<file path="config.mk">
export PLATFORM = sky130hd
export DESIGN_NAME = elevator_hall_call_dispatcher
export DESIGN_NICKNAME = d
export VERILOG_FILES = /design/src/rtl/ehd_pkg.sv /design/src/rtl/elevator_hall_call_dispatcher.sv /design/src/rtl/ehd_ram.sv /design/src/rtl/ehd_eval.sv
export SDC_FILE = /design/constraint.sdc
export NUM_CORES = 1
export LEC_CHECK = 0
export BUFFER_PORTS_ARGS = -buffer_cell sky130_fd_sc_hd__buf_2
export CELL_PAD_IN_SITES_DETAIL_PLACEMENT = 0
export CELL_PAD_IN_SITES_GLOBAL_PLACEMENT = 1
export CORE_ASPECT_RATIO = 1.75
export CORE_MARGIN = 8
export CORE_UTILIZATION = 48
export DETAILED_ROUTE_END_ITERATION = 8
export PLACE_DENSITY_LB_ADDON = 0.1
export SYNTH_ARGS = -nofsm -noshare
export SYNTH_HDL_FRONTEND = slang
export SYNTH_SLANG_ARGS = --single-unit
</file>
<file path="constraint.sdc">
create_clock -name clk -period 7.81 [get_ports clk]
set_input_delay 0.3905 -clock clk [delete_from_list [all_inputs] [get_ports clk]]
set_output_delay 0.3905 -clock clk [all_outputs]
set_load 0.01 [all_outputs]
</file>
<file path="src/rtl/ehd_pkg.sv">
// shared types, field widths and codes for the hall call dispatcher
package ehd_pkg;

	// field widths fixed by the stream beat layout
	localparam int FLOOR_W = 6;
	localparam int STOP_W  = 6;
	localparam int SLOT_W  = 3;
	localparam int CNT_W   = 4;
	localparam int STRAT_W = 2;
	localparam int CAR_W   = 3;

	// default table depth
	localparam int DEF_MAX_CARS = 8;

	// worst score: doubled distance plus five times the stop count
	localparam int FLOOR_MAX = (1 << FLOOR_W) - 1;
	localparam int STOP_MAX  = (1 << STOP_W) - 1;
	localparam int KEY_W     = $clog2(2 * FLOOR_MAX + 5 * STOP_MAX + 1);

	// register indexes
	localparam logic REG_STRATEGY = 1'b0;
	localparam logic REG_CARS     = 1'b1;

	// dispatch rules
	localparam logic [STRAT_W-1:0] STRAT_NEAREST = 2'd0;
	localparam logic [STRAT_W-1:0] STRAT_LEAST   = 2'd1;
	localparam logic [STRAT_W-1:0] STRAT_SCORE   = 2'd2;

	// beat kinds
	localparam logic MODE_UPDATE = 1'b0;
	localparam logic MODE_CALL   = 1'b1;

	// hall call directions
	localparam logic DIR_UP   = 1'b0;
	localparam logic DIR_DOWN = 1'b1;

	typedef enum logic [1:0] {
		MOT_IDLE  = 2'd0,
		MOT_UP    = 2'd1,
		MOT_DOWN  = 2'd2,
		MOT_OTHER = 2'd3
	} motion_t;

	// one car table entry
	typedef struct packed {
		logic [STOP_W-1:0]  stops;
		logic               fault;
		motion_t            motion;
		logic [FLOOR_W-1:0] floor;
	} car_entry_t;

	localparam int ENTRY_W = $bits(car_entry_t);

	// per-car verdict handed from the evaluator to the scan control
	typedef struct packed {
		logic               pref_ok;
		logic [KEY_W-1:0]   pref_key;
		logic               alt_ok;
		logic [FLOOR_W-1:0] alt_key;
	} eval_t;

endpackage

</file>
<file path="src/rtl/elevator_hall_call_dispatcher.sv">
// Hall call dispatcher: a status update gives no result beat.
// A hall call goes from accept through the scan, drain and finish states to the result beat;
// the car table ram read port scans one entry per cycle, and with no car scanned both are skipped.
// One item is worked at a time; a new item is taken while the result beat waits.
// arst_n clears control state and both registers; the car table is not cleared.
module elevator_hall_call_dispatcher import ehd_pkg::*; #(
	parameter int MAX_CARS = DEF_MAX_CARS
) (
	input  logic               clk,
	input  logic               arst_n,
	// input stream
	input  logic               s_axis_tvalid,
	output logic               s_axis_tready,
	// slot[2:0], car_floor[8:3], motion[10:9], safety_fault[11],
	// pending_stops[17:12], call_floor[23:18], call_direction[24]
	input  logic [31:0]        s_axis_tdata,
	// mode[0]
	input  logic               s_axis_tuser,
	// result stream
	output logic               m_axis_tvalid,
	input  logic               m_axis_tready,
	// chosen_car[2:0]
	output logic [7:0]         m_axis_tdata,
	// found[0]
	output logic               m_axis_tuser,
	// configuration writes
	input  logic               cfg_we,
	input  logic               cfg_addr,
	input  logic [CNT_W-1:0]   cfg_wdata
);

	localparam int IDX_W = (MAX_CARS > 1) ? $clog2(MAX_CARS) : 1;

	// beat field offsets
	localparam int OFS_FLOOR = SLOT_W;
	localparam int OFS_MOT   = OFS_FLOOR + FLOOR_W;
	localparam int OFS_FAULT = OFS_MOT + 2;
	localparam int OFS_STOPS = OFS_FAULT + 1;
	localparam int OFS_CALL  = OFS_STOPS + STOP_W;
	localparam int OFS_DIR   = OFS_CALL + FLOOR_W;

	typedef enum logic [3:0] {
		S_IDLE   = 4'b0001,
		S_SCAN   = 4'b0010,
		S_DRAIN  = 4'b0100,
		S_FINISH = 4'b1000
	} state_t;

	state_t             state_q;
	logic [STRAT_W-1:0] strategy_q;
	logic [CNT_W-1:0]   cars_q;

	logic [FLOOR_W-1:0] call_floor_q;
	logic               call_dir_q;
	logic [CNT_W-1:0]   n_q;
	logic [CNT_W-1:0]   rd_cnt_q;

	logic               eval_vld_s1;
	logic [CNT_W-1:0]   eval_idx_s1;

	logic               pref_found_q;
	logic [KEY_W-1:0]   pref_key_q;
	logic [CNT_W-1:0]   pref_idx_q;
	logic               alt_found_q;
	logic [FLOOR_W-1:0] alt_key_q;
	logic [CNT_W-1:0]   alt_idx_q;

	logic               out_vld_q;
	logic               out_found_q;
	logic [CAR_W-1:0]   out_idx_q;

	logic               acc;
	logic               upd_acc;
	logic               call_acc;
	logic [SLOT_W-1:0]  in_slot;
	car_entry_t         in_entry;
	logic [CNT_W-1:0]   n_sat;
	logic               ram_we;
	logic               ram_re;
	logic [IDX_W-1:0]   ram_raddr;
	logic [ENTRY_W-1:0] ram_rdata;
	eval_t              verdict;
	logic               fin_go;
	logic               res_found;
	logic [CNT_W-1:0]   res_idx;

	// input decode
	assign s_axis_tready = (state_q == S_IDLE);
	assign acc      = s_axis_tvalid && s_axis_tready;
	assign upd_acc  = acc && (s_axis_tuser == MODE_UPDATE);
	assign call_acc = acc && (s_axis_tuser == MODE_CALL);
	assign in_slot  = s_axis_tdata[SLOT_W-1:0];

	always_comb begin
		in_entry.floor  = s_axis_tdata[OFS_FLOOR +: FLOOR_W];
		in_entry.motion = motion_t'(s_axis_tdata[OFS_MOT +: 2]);
		in_entry.fault  = s_axis_tdata[OFS_FAULT];
		in_entry.stops  = s_axis_tdata[OFS_STOPS +: STOP_W];
	end

	// slots beyond the table are dropped
	assign ram_we = upd_acc && (32'(in_slot) < MAX_CARS);

	// scanned car count saturates at the table depth
	assign n_sat = (32'(cars_q) > MAX_CARS) ? CNT_W'(MAX_CARS) : cars_q;

	// configuration registers
	always_ff @(posedge clk or negedge arst_n) begin
		if (!arst_n) begin
			strategy_q <= STRAT_NEAREST;
			cars_q     <= '0;
		end else if (cfg_we) begin
			unique case (cfg_addr)
				REG_STRATEGY: strategy_q <= cfg_wdata[STRAT_W-1:0];
				REG_CARS:     cars_q     <= cfg_wdata;
				default:      cars_q     <= cars_q;
			endcase
		end
	end

	// car status table
	assign ram_re    = (state_q == S_SCAN);
	assign ram_raddr = IDX_W'(rd_cnt_q);

	ehd_ram #(
		.WIDTH (ENTRY_W),
		.DEPTH (MAX_CARS),
		.AW    (IDX_W)
	) u_table (
		.clk   (clk),
		.we    (ram_we),
		.waddr (IDX_W'(in_slot)),
		.wdata (in_entry),
		.re    (ram_re),
		.raddr (ram_raddr),
		.rdata (ram_rdata)
	);

	// key computation on the entry just read
	ehd_eval u_eval (
		.entry      (car_entry_t'(ram_rdata)),
		.call_floor (call_floor_q),
		.call_dir   (call_dir_q),
		.strategy   (strategy_q),
		.verdict    (verdict)
	);

	// result pick: nearest falls back to any healthy car
	always_comb begin
		if (strategy_q == STRAT_NEAREST && !pref_found_q) begin
			res_found = alt_found_q;
			res_idx   = alt_idx_q;
		end else begin
			res_found = pref_found_q;
			res_idx   = pref_idx_q;
		end
	end

	assign fin_go = (state_q == S_FINISH) && (!out_vld_q || m_axis_tready);

	// scan sequencer
	always_ff @(posedge clk or negedge arst_n) begin
		if (!arst_n) begin
			state_q     <= S_IDLE;
			rd_cnt_q    <= '0;
			eval_vld_s1 <= 1'b0;
		end else begin
			eval_vld_s1 <= (state_q == S_SCAN);
			unique case (state_q)
				S_IDLE: begin
					rd_cnt_q <= '0;
					if (call_acc) begin
						state_q <= (n_sat == '0) ? S_FINISH : S_SCAN;
					end
				end
				S_SCAN: begin
					rd_cnt_q <= rd_cnt_q + 1'b1;
					if (rd_cnt_q == n_q - 1'b1) begin
						state_q <= S_DRAIN;
					end
				end
				S_DRAIN: begin
					state_q <= S_FINISH;
				end
				S_FINISH: begin
					if (fin_go) begin
						state_q <= S_IDLE;
					end
				end
				default: begin
					state_q <= S_IDLE;
				end
			endcase
		end
	end

	// call context and read index pipeline
	always_ff @(posedge clk) begin
		eval_idx_s1 <= rd_cnt_q;
		if (call_acc) begin
			call_floor_q <= s_axis_tdata[OFS_CALL +: FLOOR_W];
			call_dir_q   <= s_axis_tdata[OFS_DIR];
			n_q          <= n_sat;
		end
	end

	// running best, strict compare keeps the lowest index on ties
	always_ff @(posedge clk or negedge arst_n) begin
		if (!arst_n) begin
			pref_found_q <= 1'b0;
			alt_found_q  <= 1'b0;
		end else if (call_acc) begin
			pref_found_q <= 1'b0;
			alt_found_q  <= 1'b0;
		end else if (eval_vld_s1) begin
			if (verdict.pref_ok && (!pref_found_q || verdict.pref_key < pref_key_q)) begin
				pref_found_q <= 1'b1;
			end
			if (verdict.alt_ok && (!alt_found_q || verdict.alt_key < alt_key_q)) begin
				alt_found_q <= 1'b1;
			end
		end
	end

	always_ff @(posedge clk) begin
		if (eval_vld_s1) begin
			if (verdict.pref_ok && (!pref_found_q || verdict.pref_key < pref_key_q)) begin
				pref_key_q <= verdict.pref_key;
				pref_idx_q <= eval_idx_s1;
			end
			if (verdict.alt_ok && (!alt_found_q || verdict.alt_key < alt_key_q)) begin
				alt_key_q <= verdict.alt_key;
				alt_idx_q <= eval_idx_s1;
			end
		end
	end

	// output register
	always_ff @(posedge clk or negedge arst_n) begin
		if (!arst_n) begin
			out_vld_q <= 1'b0;
		end else if (fin_go) begin
			out_vld_q <= 1'b1;
		end else if (m_axis_tready) begin
			out_vld_q <= 1'b0;
		end
	end

	always_ff @(posedge clk) begin
		if (fin_go) begin
			out_found_q <= res_found;
			out_idx_q   <= res_found ? CAR_W'(res_idx) : '0;
		end
	end

	assign m_axis_tvalid = out_vld_q;
	assign m_axis_tuser  = out_found_q;
	assign m_axis_tdata  = {{(8 - CAR_W){1'b0}}, out_idx_q};

`ifndef NO_ASSERTIONS
	a_notfound_zero: assert property (@(posedge clk) disable iff (!arst_n)
		m_axis_tvalid && !m_axis_tuser |-> m_axis_tdata == '0)
		else $error("not-found beat carries a nonzero car index");

	a_no_write_in_scan: assert property (@(posedge clk) disable iff (!arst_n)
		state_q != S_IDLE |-> !ram_we)
		else $error("car table written during a scan");

	a_eval_in_range: assert property (@(posedge clk) disable iff (!arst_n)
		eval_vld_s1 |-> eval_idx_s1 < n_q)
		else $error("evaluated slot beyond scanned car count");

	a_result_in_range: assert property (@(posedge clk) disable iff (!arst_n)
		fin_go && res_found |-> res_idx < n_q)
		else $error("chosen car outside scanned range");

	a_finish_loads: assert property (@(posedge clk) disable iff (!arst_n)
		fin_go |=> m_axis_tvalid)
		else $error("finished call did not load the output register");
`endif

endmodule

</file>
<file path="src/rtl/ehd_ram.sv">
// generic single-write, single-read ram with registered read data
module ehd_ram #(
	parameter int WIDTH = 8,
	parameter int DEPTH = 8,
	parameter int AW    = (DEPTH > 1) ? $clog2(DEPTH) : 1
) (
	input  logic             clk,
	input  logic             we,
	input  logic [AW-1:0]    waddr,
	input  logic [WIDTH-1:0] wdata,
	input  logic             re,
	input  logic [AW-1:0]    raddr,
	output logic [WIDTH-1:0] rdata
);

	logic [WIDTH-1:0] mem [DEPTH];
	logic [WIDTH-1:0] rdata_q;

	// write port
	always_ff @(posedge clk) begin
		if (we) begin
			mem[waddr] <= wdata;
		end
	end

	// read port, registered read data
	always_ff @(posedge clk) begin
		if (re) begin
			rdata_q <= mem[raddr];
		end
	end

	assign rdata = rdata_q;

endmodule

</file>
<file path="src/rtl/ehd_eval.sv">
// per-car eligibility and sort keys for the three dispatch rules
module ehd_eval import ehd_pkg::*; (
	input  car_entry_t         entry,
	input  logic [FLOOR_W-1:0] call_floor,
	input  logic               call_dir,
	input  logic [STRAT_W-1:0] strategy,
	output eval_t              verdict
);

	logic [FLOOR_W-1:0] gap;
	logic               suits;
	logic               passing;
	logic [KEY_W-1:0]   base;
	logic [KEY_W-1:0]   stops5;
	logic [KEY_W-1:0]   score;

	// distance and direction match
	always_comb begin
		gap = (entry.floor > call_floor) ? (entry.floor - call_floor)
		                                 : (call_floor - entry.floor);
		suits = (entry.motion == MOT_IDLE) ||
		        (entry.motion == MOT_UP && call_dir == DIR_UP) ||
		        (entry.motion == MOT_DOWN && call_dir == DIR_DOWN);
		passing = (entry.motion == MOT_UP && call_dir == DIR_UP &&
		           entry.floor < call_floor) ||
		          (entry.motion == MOT_DOWN && call_dir == DIR_DOWN &&
		           entry.floor > call_floor);
	end

	// direction weighted score
	always_comb begin
		if (entry.motion == MOT_IDLE) begin
			base = KEY_W'(gap);
		end else if (passing) begin
			base = KEY_W'(gap >> 1);
		end else begin
			base = KEY_W'({gap, 1'b0});
		end
		stops5 = KEY_W'({entry.stops, 2'b00}) + KEY_W'(entry.stops);
		score  = base + stops5;
	end

	// rule select; unused rule code never qualifies
	always_comb begin
		verdict.alt_ok  = !entry.fault;
		verdict.alt_key = gap;
		unique case (strategy)
			STRAT_NEAREST: begin
				verdict.pref_ok  = !entry.fault && suits;
				verdict.pref_key = KEY_W'(gap);
			end
			STRAT_LEAST: begin
				verdict.pref_ok  = !entry.fault;
				verdict.pref_key = KEY_W'(entry.stops);
			end
			STRAT_SCORE: begin
				verdict.pref_ok  = !entry.fault;
				verdict.pref_key = score;
			end
			default: begin
				verdict.pref_ok  = 1'b0;
				verdict.pref_key = '0;
			end
		endcase
	end

endmodule
</file>
==> results of run 1 <==
==> routing by layer <==
metal	global-route usage (%)	part of all wire [%]	routed length, µm
met5	0	0	0
met4	5.96	2.1	336
met3	2.86	1.9	299
met2	28.3	58	9190
met1	14.9	38	6130
==> synth_stat cells, types with 5 or more instances <==
cell type	number	area, µm²
sky130_fd_sc_hd__fa_1	7	140
sky130_fd_sc_hd__a21oi_1	11	55.1
sky130_fd_sc_hd__edfxtp_1	171	5130
sky130_fd_sc_hd__buf_4	5	37.5
sky130_fd_sc_hd__mux4_2	30	676
sky130_fd_sc_hd__xnor2_1	11	96.3
sky130_fd_sc_hd__nand2_1	30	113
sky130_fd_sc_hd__clkbuf_1	11	41.3
sky130_fd_sc_hd__nand2b_1	6	37.5
sky130_fd_sc_hd__inv_1	39	146
sky130_fd_sc_hd__dfrtp_1	17	425
sky130_fd_sc_hd__nor2_1	26	97.6
sky130_fd_sc_hd__mux2_2	23	259
sky130_fd_sc_hd__ha_1	36	450
sky130_fd_sc_hd__a21o_1	11	82.6
sky130_fd_sc_hd__nor3_1	5	25.0
sky130_fd_sc_hd__o21ai_1	11	55.1
sky130_fd_sc_hd__nor2b_1	8	50.1
sky130_fd_sc_hd__o21ai_0	9	45.0
==> worst min path at each step <==
stage	startpoint	end	slack, ps	cells past startpoint
floorplan	arst_n	alt_found_q$_DFFE_PN0P_	90	0
detailed placement	arst_n	state_q[3]$_DFFE_PN0P_	360	1
finish	s_axis_tdata[20]	call_floor_q[2]$_DFFE_PP_	130	1
global placement	arst_n	state_q[3]$_DFFE_PN0P_	340	1
CTS	s_axis_tdata[18]	call_floor_q[0]$_DFFE_PP_	110	1
global route	s_axis_tdata[20]	call_floor_q[2]$_DFFE_PP_	110	1
==> what timing repair did <==
action | 4_1_cts | 5_1_grt
hold endpoints to repair | 17 | 0
hold buffers | 1 | 0
resized for setup | 0 | 0
setup buffers | 0 | 0
setup endpoints to repair | 0 | 0
==> worst reg2reg max path: stages, from the launching register on <==
cell	delay (ps)
sky130_fd_sc_hd__edfxtp_1	450
sky130_fd_sc_hd__inv_1	80
sky130_fd_sc_hd__ha_1	180
sky130_fd_sc_hd__inv_1	60
sky130_fd_sc_hd__fa_1	390
sky130_fd_sc_hd__a21o_1	230
sky130_fd_sc_hd__a211oi_4	300
sky130_fd_sc_hd__nor2_2	150
sky130_fd_sc_hd__mux2i_2	250
sky130_fd_sc_hd__xor2_2	340
sky130_fd_sc_hd__inv_2	90
sky130_fd_sc_hd__a221oi_2	310
sky130_fd_sc_hd__fa_1	450
sky130_fd_sc_hd__inv_1	110
sky130_fd_sc_hd__ha_1	240
sky130_fd_sc_hd__a21o_1	180
sky130_fd_sc_hd__a21oi_1	210
sky130_fd_sc_hd__xnor2_1	90
sky130_fd_sc_hd__a22oi_1	160
sky130_fd_sc_hd__o21ai_1	120
sky130_fd_sc_hd__ha_1	310
sky130_fd_sc_hd__a211o_1	280
sky130_fd_sc_hd__a211oi_1	330
sky130_fd_sc_hd__o31ai_1	130
sky130_fd_sc_hd__a21oi_1	500
sky130_fd_sc_hd__buf_4	270
==> registers in the layout, indices dropped and copies added, names as in the netlist <==
register and cells:
pref_found_q 1, cars_q 4, alt_found_q 1, call_dir_q 1, state_q 4, alt_idx_q 3
pref_idx_q 3, u_table.rdata 15, rd_cnt_q 4, m_axis_tuser 1, call_floor_q 6, pref_key_q 9
n_q 4, u_table.mem 120, eval_vld_s1 1, out_idx_q 3, eval_idx_s1 3, strategy_q 2
m_axis_tvalid 1, alt_key_q 6
==> report_power, final <==
group,internal (mW),switching (mW),total (mW)
clock,0.475,0.380,0.856
combinational,0.551,0.630,1.18
sequential,1.26,0.101,1.36
total,2.29,1.11,3.40
==> final cells by class <==
| class | count | area (µm²) | area share [%] |
|---|---|---|---|
| Inverter | 42 | 158 | 1.62 |
| Clock buffer | 17 | 425 | 4.38 |
| Tap cell | 234 | 293 | 3.01 |
| Clock inverter | 15 | 156 | 1.61 |
| Sequential cell | 192 | 5650 | 58.1 |
| Multi-Input combinational cell | 296 | 2800 | 28.8 |
| Timing Repair Buffer | 45 | 238 | 2.45 |
==> cells by family (layout without fill, tap and decap cells) <==
kind of cell / count (synthesis) / after routing / share of synthesized area (%)
xor gates and xnor gates: 14 / 14 / 1.50
adders and majority gates: 43 / 43 / 6.82
other: 1 / 5 / 0.0433
buffers and inverters: 62 / 119 / 3.04
DFF: 192 / 192 / 65.2
muxes: 58 / 58 / 11.4
AOI/OAI and AO/OA: 80 / 80 / 6.51
and+or+nand+nor: 96 / 96 / 5.42
==> run_results.csv, run 1 <==
group,metric,value,unit
power,worst_ir_drop_vdd,0.240,mV
layout,fill_cells,1466,
logic_synthesis,synth_enable_flop_cells,171,
worst_setup_path,critPathRequiredTime,7950,ps
layout,layout_commonest_cell,"sky130_fd_sc_hd__edfxtp_1",
place,pre_cts_setup_slack,1250,ps
power,power_leakage,3.56,nW
place,hpwl,11100,µm
detailed_routing,remaining_drc_errors,0,
layout,insertedDiodeCount,0,
logic_synthesis,syn-instance-count,546,
worst_setup_path,worstSetupPathType,"flop to flop",
job,drv_cap,0,
worst_setup_path,cp-startpoint,"u_table.rdata[0]$_DFFE_PP_",
timing,setup_ws,1320,ps
die,floorplan.initialDensity,48.4,%
clock_network,cts.reportedPaths.clkPinSlew,70,ps
worst_setup_path,cell_family_with_the_largest_share_of_critical_path_delay,"compound AO/OA/AOI/OAI gates",
power,final_power,3.40,mW
layout,utilization,54.3,%
detailed_routing,finalWirelength,16000,µm
worst_setup_path,cp_max_fo,7,
timing,final.hold.worst_slack,127,ps
detailed_routing,vias,4587,
clock_network,cts_tree,"built",
logic_synthesis,yosys_warnings,0,
timing,maxSlewViolCount,0,
grt,grt_overflow_total,0,
clock_network,clk-insertion-delay-late,430,ps
worst_setup_path,timing.critical_path.arrival,6630,ps
worst_setup_path,delay_of_the_slowest_critical_path_stage,500,ps
logic_synthesis,synth_seq_cells,192,
worst_setup_path,critPathCapture,"pref_key_q[1]$_DFFE_PP_",
timing,timing.setup.tns,0,ps
detailed_routing,via_per_inst,5.45,
worst_setup_path,critical_path.n_buffers_inverters,5,
timing,final.setup_skew,11.7,ps
worst_setup_path,type_of_element_capturing_the_critical_path,"flop",
place,dp_cells,808,
logic_synthesis,synth.distinct_cells,63,
detailed_routing,drt_iter0_markers,143,
layout,layout.nets,680,
timing,rsz0062_at_grt,"false",
timing,worst-slew-pin-transition,1130,ps
place,placement.cell_area,0.00913,mm²
detailed_routing,antenna_violation_net_count_after_detailed_routing,0,
layout,post_route_cells_drive_above_1_share,24.7,%
die,fp.coreArea,0.0179,mm²
grt,grt_max_degree,37,
grt,via_count_of_the_first_global_routing_pass,4973,
worst_setup_path,crit_slowest_cell,"sky130_fd_sc_hd__a21oi_1",
worst_setup_path,crit_cells,25,
logic_synthesis,yosysSeqAreaShare,65.2,%
clock_network,htreeDepth,4,
layout,syn_to_final_growth,12.3,%
die,design.portCount,54,
worst_setup_path,reg2reg_depth,25,
die,die_width,118,µm
die,num_rows,65,
logic_synthesis,syn_area,0.00865,mm²
worst_setup_path,crit_path_start_kind,"flop",
grt,global_route_usage_over_all_layers,14.7,%
detailed_routing,wire_per_inst,19.0,µm
timing,post-route-period-util,83.2,%
logic_synthesis,async_flop_share,9.38,%
die,floorplan.die.height,194,µm
min_path,worst_hold_path_type,"input pin to flop",
power,power_density,350,mW/mm²
timing,max_freq,154,MHz
layout,design_area,0.00972,mm²
layout,finish.cell_count_without_fillers,841,
worst_setup_path,worstReg2RegStart,"u_table.rdata[0]$_DFFE_PP_",
grt,antenna_found_initial,0,
timing,finalSetupViolCount,0,
layout,most-common-layout-cells,"171 x sky130_fd_sc_hd__edfxtp_1, 41 x sky130_fd_sc_hd__buf_2, 39 x sky130_fd_sc_hd__inv_1",
logic_synthesis,postSynth.topFlopCell,"sky130_fd_sc_hd__edfxtp_1",
outcome,outcome,"complete, no violations",
worst_setup_path,rr_endpoint,"pref_key_q[1]$_DFFE_PP_",
place,gp_congestion,0.794,
worst_setup_path,setup.reg_to_reg.worst_slack,1320,ps
clock_network,max-clock-path-buffers,2,
place,portBuffers,41,
timing,hold_viol,0,
clock_network,cts_root_buf,"sky130_fd_sc_hd__clkbuf_16",
detailed_routing,detail_route.first_pass.iterations,6,
grt,grt_pass1_wl,25900,µm
timing,clock_period_minus_worst_slack,6490,ps
logic_synthesis,syn-mean-instance-area,15.9,µm²
timing,relative_slew_margins,24.4,%
clock_network,cts_made_buffers,17,
clock_network,cts.sinks,192,
die,floorplan.die_area,0.0228,mm²
Power figures use the tool's default switching activity.
==> run 2, diff against run 1 <==
--- a/config.mk
+++ b/config.mk
@@ -5,6 +5,7 @@
 export SDC_FILE = /design/constraint.sdc
 export NUM_CORES = 1
 export LEC_CHECK = 0
+export ABC_AREA = 1
 export BUFFER_PORTS_ARGS = -buffer_cell sky130_fd_sc_hd__buf_2
 export CELL_PAD_IN_SITES_DETAIL_PLACEMENT = 0
 export CELL_PAD_IN_SITES_GLOBAL_PLACEMENT = 1
==> constraint.sdc (replaced) <==
create_clock -name clk -period 6.7 [get_ports clk]
set_input_delay 0.335 -clock clk [delete_from_list [all_inputs] [get_ports clk]]
set_output_delay 0.335 -clock clk [all_outputs]
set_load 0.01 [all_outputs]
==> run_results.csv, run 2 <==
group,metric,value,unit
die,floorplan.die.height,197,µm
worst_setup_path,cell_family_with_the_largest_share_of_critical_path_delay,"adder cells",
clock_network,cts_tree,"built",
logic_synthesis,async_flop_share,9.38,%
worst_setup_path,worstReg2RegStart,"u_table.rdata[0]$_DFFE_PP_",
layout,fill_cells,1597,
layout,layout.nets,950,
worst_setup_path,crit_cells,29,
timing,post-route-period-util,77.7,%
place,pre_cts_setup_slack,1490,ps
detailed_routing,wire_per_inst,17.2,µm
logic_synthesis,yosysTopAreaCellShare,57.0,%
logic_synthesis,syn-mean-instance-area,10.9,µm²
worst_setup_path,critPathRequiredTime,6840,ps
timing,rsz0062_at_grt,"false",
layout,total_area_of_multi_input_combinational_cells,0.00295,mm²
logic_synthesis,synth_seq_cells,192,
die,num_rows,66,
layout,insertedDiodeCount,0,
worst_setup_path,crit_path_start_kind,"flop",
timing,max_freq,192,MHz
clock_network,max-clock-path-buffers,2,
detailed_routing,finalWirelength,19100,µm
clock_network,cts_made_buffers,17,
logic_synthesis,yosysMostFrequentCell,"sky130_fd_sc_hd__edfxtp_1",
worst_setup_path,cp_max_fo,9,
logic_synthesis,netlist_top_cells_count,"171 x sky130_fd_sc_hd__edfxtp_1, 150 x sky130_fd_sc_hd__nand2_1, 130 x sky130_fd_sc_hd__nor2_1",
layout,syn_to_final_growth,12.4,%
worst_setup_path,type_of_element_capturing_the_critical_path,"flop",
place,gp_congestion,0.802,
layout,layout_commonest_cell,"sky130_fd_sc_hd__edfxtp_1",
detailed_routing,vias,6008,
grt,global_route_usage_over_all_layers,17.1,%
detailed_routing,drt_iter0_markers,330,
die,floorplan.die_area,0.0236,mm²
timing,clock_period_minus_worst_slack,5200,ps
min_path,worst_hold_path.endpoint,"call_floor_q[4]$_DFFE_PP_",
logic_synthesis,synth_top_area_cell,"sky130_fd_sc_hd__edfxtp_1",
worst_setup_path,rr_endpoint,"pref_key_q[1]$_DFFE_PP_",
job,drv_cap,0,
place,hpwl,13000,µm
timing,relative_slew_margins,25.0,%
timing,finalSetupViolCount,0,
layout,most-common-layout-cells,"171 x sky130_fd_sc_hd__edfxtp_1, 150 x sky130_fd_sc_hd__nand2_1, 126 x sky130_fd_sc_hd__nor2_1",
power,power_density,411,mW/mm²
logic_synthesis,syn_area,0.00901,mm²
grt,antenna_found_initial,0,
clock_network,clk-insertion-delay-late,430,ps
die,design.portCount,54,
worst_setup_path,crit_slowest_cell,"sky130_fd_sc_hd__fa_1",
logic_synthesis,yosys_warnings,0,
timing,final.setup_skew,7.49,ps
power,worst_ir_drop_vdd,0.249,mV
timing,hold_viol,0,
worst_setup_path,timing.critical_path.arrival,5340,ps
place,portBuffers,41,
place,dp_cells,1082,
die,die_width,120,µm
detailed_routing,via_per_inst,5.39,
layout,utilization,54.7,%
grt,grt_max_degree,66,
timing,worst-slew-pin-transition,1130,ps
timing,setup_ws,1500,ps
logic_synthesis,synth.area.top_cells,"sky130_fd_sc_hd__edfxtp_1 57%, sky130_fd_sc_hd__nand2_1 6.3%, sky130_fd_sc_hd__nor2_1 5.4%, sky130_fd_sc_hd__ha_1 5.0%, sky130_fd_sc_hd__dfrtp_1 4.7%",
detailed_routing,antenna_violation_net_count_after_detailed_routing,0,
layout,layout.area.seq,0.00565,mm²
logic_synthesis,syn-instance-count,825,
detailed_routing,detail_route.first_pass.iterations,5,
timing,maxSlewViolCount,0,
outcome,outcome,"complete, no violations",
detailed_routing,remaining_drc_errors,0,
worst_setup_path,reg2reg_depth,29,
worst_setup_path,worstSetupPathType,"flop to flop",
min_path,min_path_cells,1,
logic_synthesis,synth_enable_flop_cells,171,
grt,grt_overflow_total,0,
clock_network,cts_root_buf,"sky130_fd_sc_hd__clkbuf_16",
logic_synthesis,postSynth.topFlopCell,"sky130_fd_sc_hd__edfxtp_1",
grt,grt_pass1_wl,31100,µm
clock_network,cts.sinks,192,
clock_network,cts_setup_buffers,0,
worst_setup_path,setup.reg_to_reg.worst_slack,1500,ps
grt,via_count_of_the_first_global_routing_pass,6213,
logic_synthesis,synth.distinct_cells,42,
power,power_leakage,4.05,nW
layout,largest_register_by_flop_count,"u_table.mem",
min_path,worst_hold_path_type,"input pin to flop",
layout,post_route_cells_drive_above_1_share,12.7,%
worst_setup_path,critical-path-top-cell-by-count,"sky130_fd_sc_hd__nand2_1",
layout,largest_reg_flops,120,
timing,timing.setup.tns,0,ps
worst_setup_path,critical_path.n_buffers_inverters,5,
logic_synthesis,yosysSeqAreaShare,62.7,%
layout,finish.cell_count_without_fillers,1115,
die,floorplan.initialDensity,48.7,%
clock_network,htreeDepth,4,
worst_setup_path,delay_of_the_slowest_critical_path_stage,480,ps
min_path,hp-start,"s_axis_tdata[22]",
clock_network,cts.reportedPaths.clkPinSlew,70,ps
die,fp.coreArea,0.0185,mm²
[run 2: changes by cell type after synthesis, moves of 7 or more]
| cell | previous run | this run |
|---|---|---|
| sky130_fd_sc_hd__nor2b_1 | 8 | 0 |
| sky130_fd_sc_hd__o21ai_1 | 11 | 0 |
| sky130_fd_sc_hd__o21ai_0 | 9 | 42 |
| sky130_fd_sc_hd__nor3_1 | 5 | 12 |
| sky130_fd_sc_hd__nor2_1 | 26 | 130 |
| sky130_fd_sc_hd__nand2_1 | 30 | 150 |
| sky130_fd_sc_hd__nand2_2 | 0 | 7 |
| sky130_fd_sc_hd__mux2_2 | 23 | 1 |
| sky130_fd_sc_hd__inv_1 | 39 | 85 |
| sky130_fd_sc_hd__nand3_1 | 3 | 31 |
| sky130_fd_sc_hd__o32ai_1 | 1 | 30 |
| sky130_fd_sc_hd__mux4_2 | 30 | 0 |
| sky130_fd_sc_hd__a21oi_1 | 11 | 23 |
| sky130_fd_sc_hd__a21o_1 | 11 | 0 |
[run 2: worst register-to-register path: cells and delay by family (launching register included)]
family	cells	cell delay (ps)
simple gates	14	1400
fa+ha+maj	5	1760
flops	1	430
buf+inv	5	520
compound gates	5	810
[run 2: worst max-delay path by stage]
stage	endpoint	start
final	pref_key_q[1]$_DFFE_PP_	u_table.rdata[0]$_DFFE_PP_
after global routing	pref_key_q[1]$_DFFE_PP_	u_table.rdata[0]$_DFFE_PP_
after CTS	pref_key_q[1]$_DFFE_PP_	u_table.rdata[0]$_DFFE_PP_
after detailed placement	pref_key_q[1]$_DFFE_PP_	u_table.rdata[0]$_DFFE_PP_
after global placement	pref_key_q[0]$_DFFE_PP_	u_table.rdata[0]$_DFFE_PP_
after floorplan	pref_idx_q[0]$_DFFE_PP_	u_table.rdata[0]$_DFFE_PP_
[run 2: per-layer routing]
layer,wire (µm),GRT usage (%),vias to the layer above
li1,-,-,2908
met1,7170,16.8,2908
met2,10500,32.0,143
met3,680,3.12,49
met4,780,10.5,0
met5,0,0,-
[run 2: where the power goes]
group / switching (mW) / internal [mW]
combinational: 0.995 / 0.535
sequential: 0.0772 / 1.47
clock: 0.475 / 0.610
[run 2: cell families after synthesis]
kind of cell / share of synthesized area (%)
XOR/XNOR: 0.875
other: 0.0416
buffers and inverters: 5.29
multiplexers: 0.125
AND/OR/NAND/NOR: 16.6
AO/OA/AOI/OAI: 7.78
flip-flops: 62.7
adder cells (fa/ha/maj): 6.56
[run 2: layout make-up]
class / count / share of cell area (%)
clock buffers: 17 / 4.20
flip-flops and latches: 192 / 55.8
repair buffers: 46 / 2.42
well taps: 238 / 2.94
multi-input cells: 518 / 29.2
clock inverters: 15 / 2.18
inverters: 89 / 3.30
[run 2: repair_timing]
action / CTS / global route
hold buffers: 1 / 0
endpoints found under the hold margin: 17 / 0
resized for setup: 0 / 0
[run 2: stage by stage]
step | instance area (µm²) | hold WS (ps) | power, mW
global placement | 9470 | 292 | 3.06
global route | 10100 | 62.6 | 4.48
detailed placement | 9470 | 312 | 3.11
CTS | 10100 | 62.8 | 4.20
finish | 10100 | 79.5 | 4.16
floorplan | 9020 | 39.4 | 2.71
